===== src/rtl/sorted_key_value_table_core_macros.svh =====
// ----------------------------------------------------------------------------
// Sorted key/value table assertion macros
// Concurrent checks clocked on clk_i and disabled while rst_ni is low.
// ----------------------------------------------------------------------------
`ifndef SORTED_KEY_VALUE_TABLE_CORE_MACROS_SVH
`define SORTED_KEY_VALUE_TABLE_CORE_MACROS_SVH

`ifndef NO_ASSERTIONS

// Property holds at every clock edge outside reset.
`define SKT_ASSERT(name, prop, msg) \
  name: assert property (@(posedge clk_i) disable iff (!rst_ni) (prop)) else $error(msg);

// Antecedent in one cycle implies the consequent in the next.
`define SKT_ASSERT_NEXT(name, pre, post, msg) \
  name: assert property (@(posedge clk_i) disable iff (!rst_ni) (pre) |=> (post)) \
    else $error(msg);

`else

`define SKT_ASSERT(name, prop, msg)
`define SKT_ASSERT_NEXT(name, pre, post, msg)

`endif

`endif


===== src/rtl/sktbl_pkg.sv =====
// ----------------------------------------------------------------------------
// Sorted key/value table package
// Default sizes, cell control bundle and reduction tree depth helper.
// ----------------------------------------------------------------------------
package sktbl_pkg;

  localparam int unsigned Capacity   = 64;
  localparam int unsigned KeyWidth   = 32;
  localparam int unsigned ValueWidth = 32;

  // Fan-in of each node in the hit/value reduction tree.
  localparam int unsigned TreeRadix = 4;

  // Per-cycle commands broadcast to every cell.
  typedef struct packed {
    logic cmp_en;  // latch compare flags against the broadcast key
    logic ins_en;  // insert new key: shift up from ge point
    logic upd_en;  // overwrite value in the matching cell
    logic rem_en;  // remove: shift down from the matching cell
  } cell_ctrl_t;

  // Registered levels needed to fold n leaves with radix-4 nodes.
  function automatic int unsigned tree_levels(input int unsigned n);
    return ($clog2(n) + 1) / 2;
  endfunction

endpackage


===== src/rtl/sktbl_cell.sv =====
// ----------------------------------------------------------------------------
// Sorted key/value table cell
// One table slot: key/value registers, compare flags, neighbor shift muxes.
// ----------------------------------------------------------------------------
module sktbl_cell #(
  parameter int unsigned KeyWidth   = sktbl_pkg::KeyWidth,
  parameter int unsigned ValueWidth = sktbl_pkg::ValueWidth
) (
  input  logic                   clk_i,
  input  sktbl_pkg::cell_ctrl_t  ctrl_i,
  input  logic                   occupied_i,
  input  logic                   tail_i,
  input  logic [KeyWidth-1:0]    key_i,
  input  logic [ValueWidth-1:0]  value_i,
  input  logic                   left_ge_i,
  input  logic [KeyWidth-1:0]    left_key_i,
  input  logic [ValueWidth-1:0]  left_value_i,
  input  logic [KeyWidth-1:0]    right_key_i,
  input  logic [ValueWidth-1:0]  right_value_i,
  output logic [KeyWidth-1:0]    key_o,
  output logic [ValueWidth-1:0]  value_o,
  output logic                   ge_o,
  output logic                   eq_o
);

  logic [KeyWidth-1:0]   key_q;
  logic [ValueWidth-1:0] value_q;
  logic                  ge_q;
  logic                  eq_q;

  always_ff @(posedge clk_i) begin
    if (ctrl_i.cmp_en) begin
      ge_q <= occupied_i && (key_q >= key_i);
      eq_q <= occupied_i && (key_q == key_i);
    end
    if (ctrl_i.ins_en) begin
      if (left_ge_i) begin
        key_q   <= left_key_i;
        value_q <= left_value_i;
      end else if (ge_q || tail_i) begin
        // first slot at or above the new key, or first free slot
        key_q   <= key_i;
        value_q <= value_i;
      end
    end
    if (ctrl_i.upd_en && eq_q) begin
      value_q <= value_i;
    end
    if (ctrl_i.rem_en && ge_q) begin
      key_q   <= right_key_i;
      value_q <= right_value_i;
    end
  end

  assign key_o   = key_q;
  assign value_o = value_q;
  assign ge_o    = ge_q;
  assign eq_o    = eq_q;

endmodule


===== config.mk =====
export PLATFORM = sky130hd
export DESIGN_NAME = sktbl_cell
export DESIGN_NICKNAME = d
export VERILOG_FILES = /design/src/rtl/sorted_key_value_table_core_macros.svh /design/src/rtl/sktbl_pkg.sv /design/src/rtl/sktbl_cell.sv
export SDC_FILE = /design/constraint.sdc
export NUM_CORES = 1
export LEC_CHECK = 0
export ABC_CLOCK_PERIOD_IN_PS = 5670
export BUFFER_PORTS_ARGS = -buffer_cell sky130_fd_sc_hd__buf_2
export CAP_MARGIN = 0
export CORE_AREA = 2 2 103 105
export DETAILED_ROUTE_END_ITERATION = 8
export DIE_AREA = 0 0 105 107
export PLACE_DENSITY = 0.78
export SKIP_CTS_REPAIR_TIMING = 1
export SLEW_MARGIN = 5
export SYNTH_ARGS = -nofsm -noshare
export SYNTH_HDL_FRONTEND = slang
export SYNTH_SLANG_ARGS = --single-unit

===== constraint.sdc =====
create_clock -name clk_i -period 5.67 [get_ports clk_i]
set_clock_uncertainty 0.05 [all_clocks]
set_input_delay 1.134 -clock clk_i [delete_from_list [all_inputs] [get_ports clk_i]]
set_output_delay 1.134 -clock clk_i [all_outputs]
set_load 0.02 [all_outputs]

=== Word level (Yosys, flattened, before mapping) ===
Index checks and enable logic that the tools add are counted.

* Reduce and logical (&&, ||, !) cells: 11
* Equality and inequality tests: 1
* Magnitude comparators: 1
* Multiplexer cells: 9

{| class="wikitable"
|+ Operator list
! cell !! number
|-
| $mux W32 || 9
|-
| $eq A32 B32 Y1 || 1
|-
| $ge A32 B32 Y1 || 1
|-
| $reduce_bool A3 Y1 || 2
|-
| $logic_and A1 B1 Y1 || 4
|-
| $reduce_and A2 Y1 || 2
|-
| $reduce_bool A4 Y1 || 1
|-
| $reduce_bool A2 Y1 || 1
|-
| $logic_or A1 B1 Y1 || 1
|}

* Word-level logic and storage cells: 26
* Flip-flop bits (word level): 66
* Output and inout port bits: 66

=== Depth between registers and ports, before layout ===
* Depth after elaboration: 6
* Gate-level depth with buffers: 7

=== Worst setup path after synthesis ===
OpenSTA, ideal clock, no wires.

* Kind: in2reg
* From: input port left_ge_i
* To: register value_q[0], in the netlist value_o[0], enable pin
* Data arrival time: 2.856 ns
* Path slack: 2.376 ns
* Required time: 5.232 ns
* Stages: 4
* Cell sequence: buf_2 -> o21ai_0 -> nand2_1 -> a21o_1

* Longest elaborated chain between the ends: 2

{| class="wikitable"
|+ Ends and longest elaborated chain
! what !! RTL line !! RTL
|-
| from (decl) || sktbl_cell.sv:15 || <nowiki>input logic left_ge_i,</nowiki>
|-
| $reduce_bool A4 Y1 (no source line) || -- ||
|-
| $reduce_and A2 Y1 (no source line) || -- ||
|-
| to (signal assigned) || sktbl_cell.sv:39 || <nowiki>value_q <= left_value_i;</nowiki>
|-
| to (signal assigned) || sktbl_cell.sv:43 || <nowiki>value_q <= value_i;</nowiki>
|-
| to (signal assigned) || sktbl_cell.sv:47 || <nowiki>value_q <= value_i;</nowiki>
|-
| to (decl) || sktbl_cell.sv:27 || <nowiki>logic [ValueWidth-1:0] value_q;</nowiki>
|}

Every way passes these cells.
A chain may end at the register's enable or synchronous reset.

=== Final worst setup path ===
* From: input port left_ge_i
* To: register value_q[13], in the netlist value_o[13], enable pin

The elaborated chain is that of the path after synthesis.

==> summary.txt <==
Critical path
  – Setup CP Type: primary input to register
  – Worst setup startpoint: left_ge_i
  – Cell mode on critical path: buf_4
  – Peak fanout along the critical path: 34
  – Critical path endpoint category: register
  – Crit path required time: roughly 5700 ps
  – Slowest cell delay on critical path: approximately 570 ps
  – Arr. time, crit path: ~3300 ps
  – R2R depth: 5
  – Reg2reg end: value_o[13]
  – Worst setup path end: value_o[13]
  – Startpoint types: primary input
  – Slowest-stage cell, CP: a21o_1
  – CP cell instances: buf_2, buf_4, o21ai_0, nand2_1, buf_4, a21o_1, buf_4
  – Crit Reg-Reg Startpoint: ge_o
  – Flop2flop setup slack: about 3400 ps

Route
  – Routed length on met2: slightly above 6 mm
  – Top sig layer: met4
  – Met1 WL: 4.98 mm
  – Final antenna-violating net count: 0
  – Initial DRC Count: 218
  – Vias: 3925
  – Routed vias/inst: about 4.9
  – Wire length on met3: about 700 µm
  – DRC: 0
  – WL per Instance: about 15 µm
  – Post-Route WL: roughly 12 mm
  – Drt first pass iters: 6

GRT
  – Grt total ovfl: 0
  – GRT Resource Usage Total: a little over 20%
  – Vias in the first global route: 3968
  – Global-route wire length before repair: between 15 and 20 mm
  – Largest net degree at the start of global routing: around 130
  – Initial antenna violation count: 2

Logic synthesis
  – Asr flop ratio synth: 0%
  – EDFF count, synth: 66
  – Syn_area_per_cell: between 10 and 15 µm²
  – Area share of the largest cell type after synthesis: 47.5%
  – Syn_nets: between 600 and 700
  – Largest family of logic cells by synthesized area: multiplexers
  – Area leader, netlist: edfxtp_1
  – Cells after synthesis: slightly below 400
  – XOR/XNOR Fraction of Synth Area: 0%
  – Adder-Cell Fraction of Synth Area: approximately a tenth
  – Synth warn: 0
  – Post-Synth Simple-Gate Area: 9.38%
  – Yosys reg bits: 66
  – Most used DFF post-synth: edfxtp_1
  – Seq/Total Area, Yosys: a little under half
  – Mapped cell area: 4180 µm²
  – Synth cell types: 31
  – Main area contributors after synthesis: edfxtp_1 47%, mux2i_1 15%, ha_1 9.6%
  – Compound-Gate Fraction of Synth Area: about 13%
  – Mux share of post-synthesis cell area: 15.3%

Floorplan
  – Die Ht: about 110 µm
  – Core ar.: a little over 10000 µm²
  – Placement Rows: 37
  – Boundary pin count: ~270
  – Initial Util: around two fifths
  – Die area: approximately 11000 µm²
  – Die Wd: approximately 110 µm

STA
  – Fmax: 0.302 GHz
  – Final period util: 58.5%
  – Fin Setup TNS: 0 ps
  – Setup WS post-layout: roughly 2400 ps
  – Minimum clock period: about 3300 ps
  – RSZ-0062 raised after global routing: false
  – Final Max Tran Viols: 0
  – Final hold viol count: 0
  – Slew @ Worst Pin: around 1100 ps
  – Rel. slew slack: between 20% and 30%
  – Final setup viols: 0

Clock tree
  – CTS tree: built
  – CTS root buf: clkbuf_8
  – CTS clk-pin slew, worst paths: about 70 ps
  – CTS Buffer Depth: 2
  – Later-pin clock latency in the skew report: ~330 ps
  – CTS Buf Count: 9
  – Clock sink count: 66
  – Htree depth: 3

Placed design
  – DPL Wire Length: 9.65 mm
  – Dpl cells: 781
  – # port buffers: around 270
  – Placement Setup Slack: 1930 ps
  – Area after DPL: around 5600 µm²
  – GP Congestion: slightly below 0.9

Finish
  – Design area: between 5000 and 6000 µm²
  – Area grow syn2layout: 39.0%
  – Layout cells sized above 1: ~44%
  – Net count, final: around 890
  – Fillers: between 900 and 1k
  – Final Non-Filler Cells: approximately 800

Status
  – Outcome: finished, final reports clean

Power and ir drop
  – Comb power frac: ~28%
  – Clock share of power: roughly 28%
  – Worst VDD drop: roughly 0.00012 V
  – Pint: just under 0.001 W
  – NetSw: about 0.00046 W
  – PwrDens: ~250 nW/µm²
  – Leak: between 2 and 3 nW
  – Sw frac: 31.7%
  – Reg power frac: between 40% and 50%

Run
  – Max Cap Violations: 0

Min path
  – Min-delay worst type: register to register
-- power by group through the flow --
stage	Sequential (W)	Clock, W	Combinational, W
2_1_floorplan	0.000723	0	0.000159
3_5_place_dp	0.000651	0	0.000403
3_3_place_gp	0.000650	0	0.000390
4_1_cts	0.000641	0.000414	0.000404
6_report	0.000640	0.000404	0.000400
5_1_grt	0.000646	0.000435	0.000441
-- per-stage QoR --
step / util [%] / hold WS (ps) / power [W]
detailed placement: 55.5 / 834 / 0.00105
finish: 57.5 / 842 / 0.00144
global route: 57.5 / 922 / 0.00152
global placement: 55.5 / 839 / 0.00104
CTS: 57.5 / 869 / 0.00146
floorplan: - / 886 / 0.000882
-- cell usage in the layout (no fill, tap or decap), types with 6 or more instances in the layout --
cell      instances
mux2i_1          64
buf_2           265
nand2_1          67
o21ai_0          36
inv_1            33
a21oi_1           8
o21ai_1          31
ha_1             32
a21o_1            6
edfxtp_1         66
clkbuf_8          9
-- worst min path at each step --
stage	from	end	slack (ps)	depth (start not counted)
2_1_floorplan	key_o[15]	ge_o	890	3
3_3_place_gp	key_o[31]	ge_o	840	4
3_5_place_dp	key_o[15]	ge_o	830	3
4_1_cts	key_o[31]	ge_o	870	4
5_1_grt	key_o[15]	ge_o	920	3
6_report	key_o[15]	ge_o	840	3
-- logic make-up (layout without fill, tap and decap cells) --
kind of cell             count (synthesis)  in the layout
AO/OA/AOI/OAI                           93             93
AND/OR/NAND/NOR                         88             88
flip-flops                              66             66
multiplexers                            64             64
buffers and inverters                   54            318
adder cells (fa/ha/maj)                 32             32
other                                    0              1
-- layer usage --
metal	up-vias	GRT usage (%)
li1	1959	-
met1	1819	24.9
met5	-	0
met4	0	6.29
met2	135	36.8
met3	12	4.19
-- final cells by class --
type / instances / area [µm²] / share of cell area (%)
Antenna cell: 1 / 2.50 / 0.0431
Clock buffer: 9 / 124 / 2.13
Clock inverter: 7 / 76.3 / 1.31
Inverter: 33 / 124 / 2.13
Multi-Input combinational cell: 277 / 1970 / 33.9
Sequential cell: 66 / 1980 / 34.1
Tap cell: 136 / 170 / 2.93
Timing Repair Buffer: 269 / 1360 / 23.4
-- cells in the mapped netlist, types with 6 or more instances --
library cell,count
inv_1,33
edfxtp_1,66
nand2_1,67
buf_2,8
a21oi_1,8
clkbuf_1,10
a21o_1,6
o21ai_1,31
mux2i_1,64
o21ai_0,36
ha_1,32
-- state kept, by name, summed over array words and instances (netlist names) --
name / flops
eq_o: 1
key_o: 32
ge_o: 1
value_o: 32
-- worst max-delay path, delay by kind of cell --
kind / cells / cell delay (ps)
AO/OA/AOI/OAI: 2 / 760
buffers and inverters: 4 / 1280
AND/OR/NAND/NOR: 1 / 90
No activity file was read; power rests on OpenSTA's default activity.
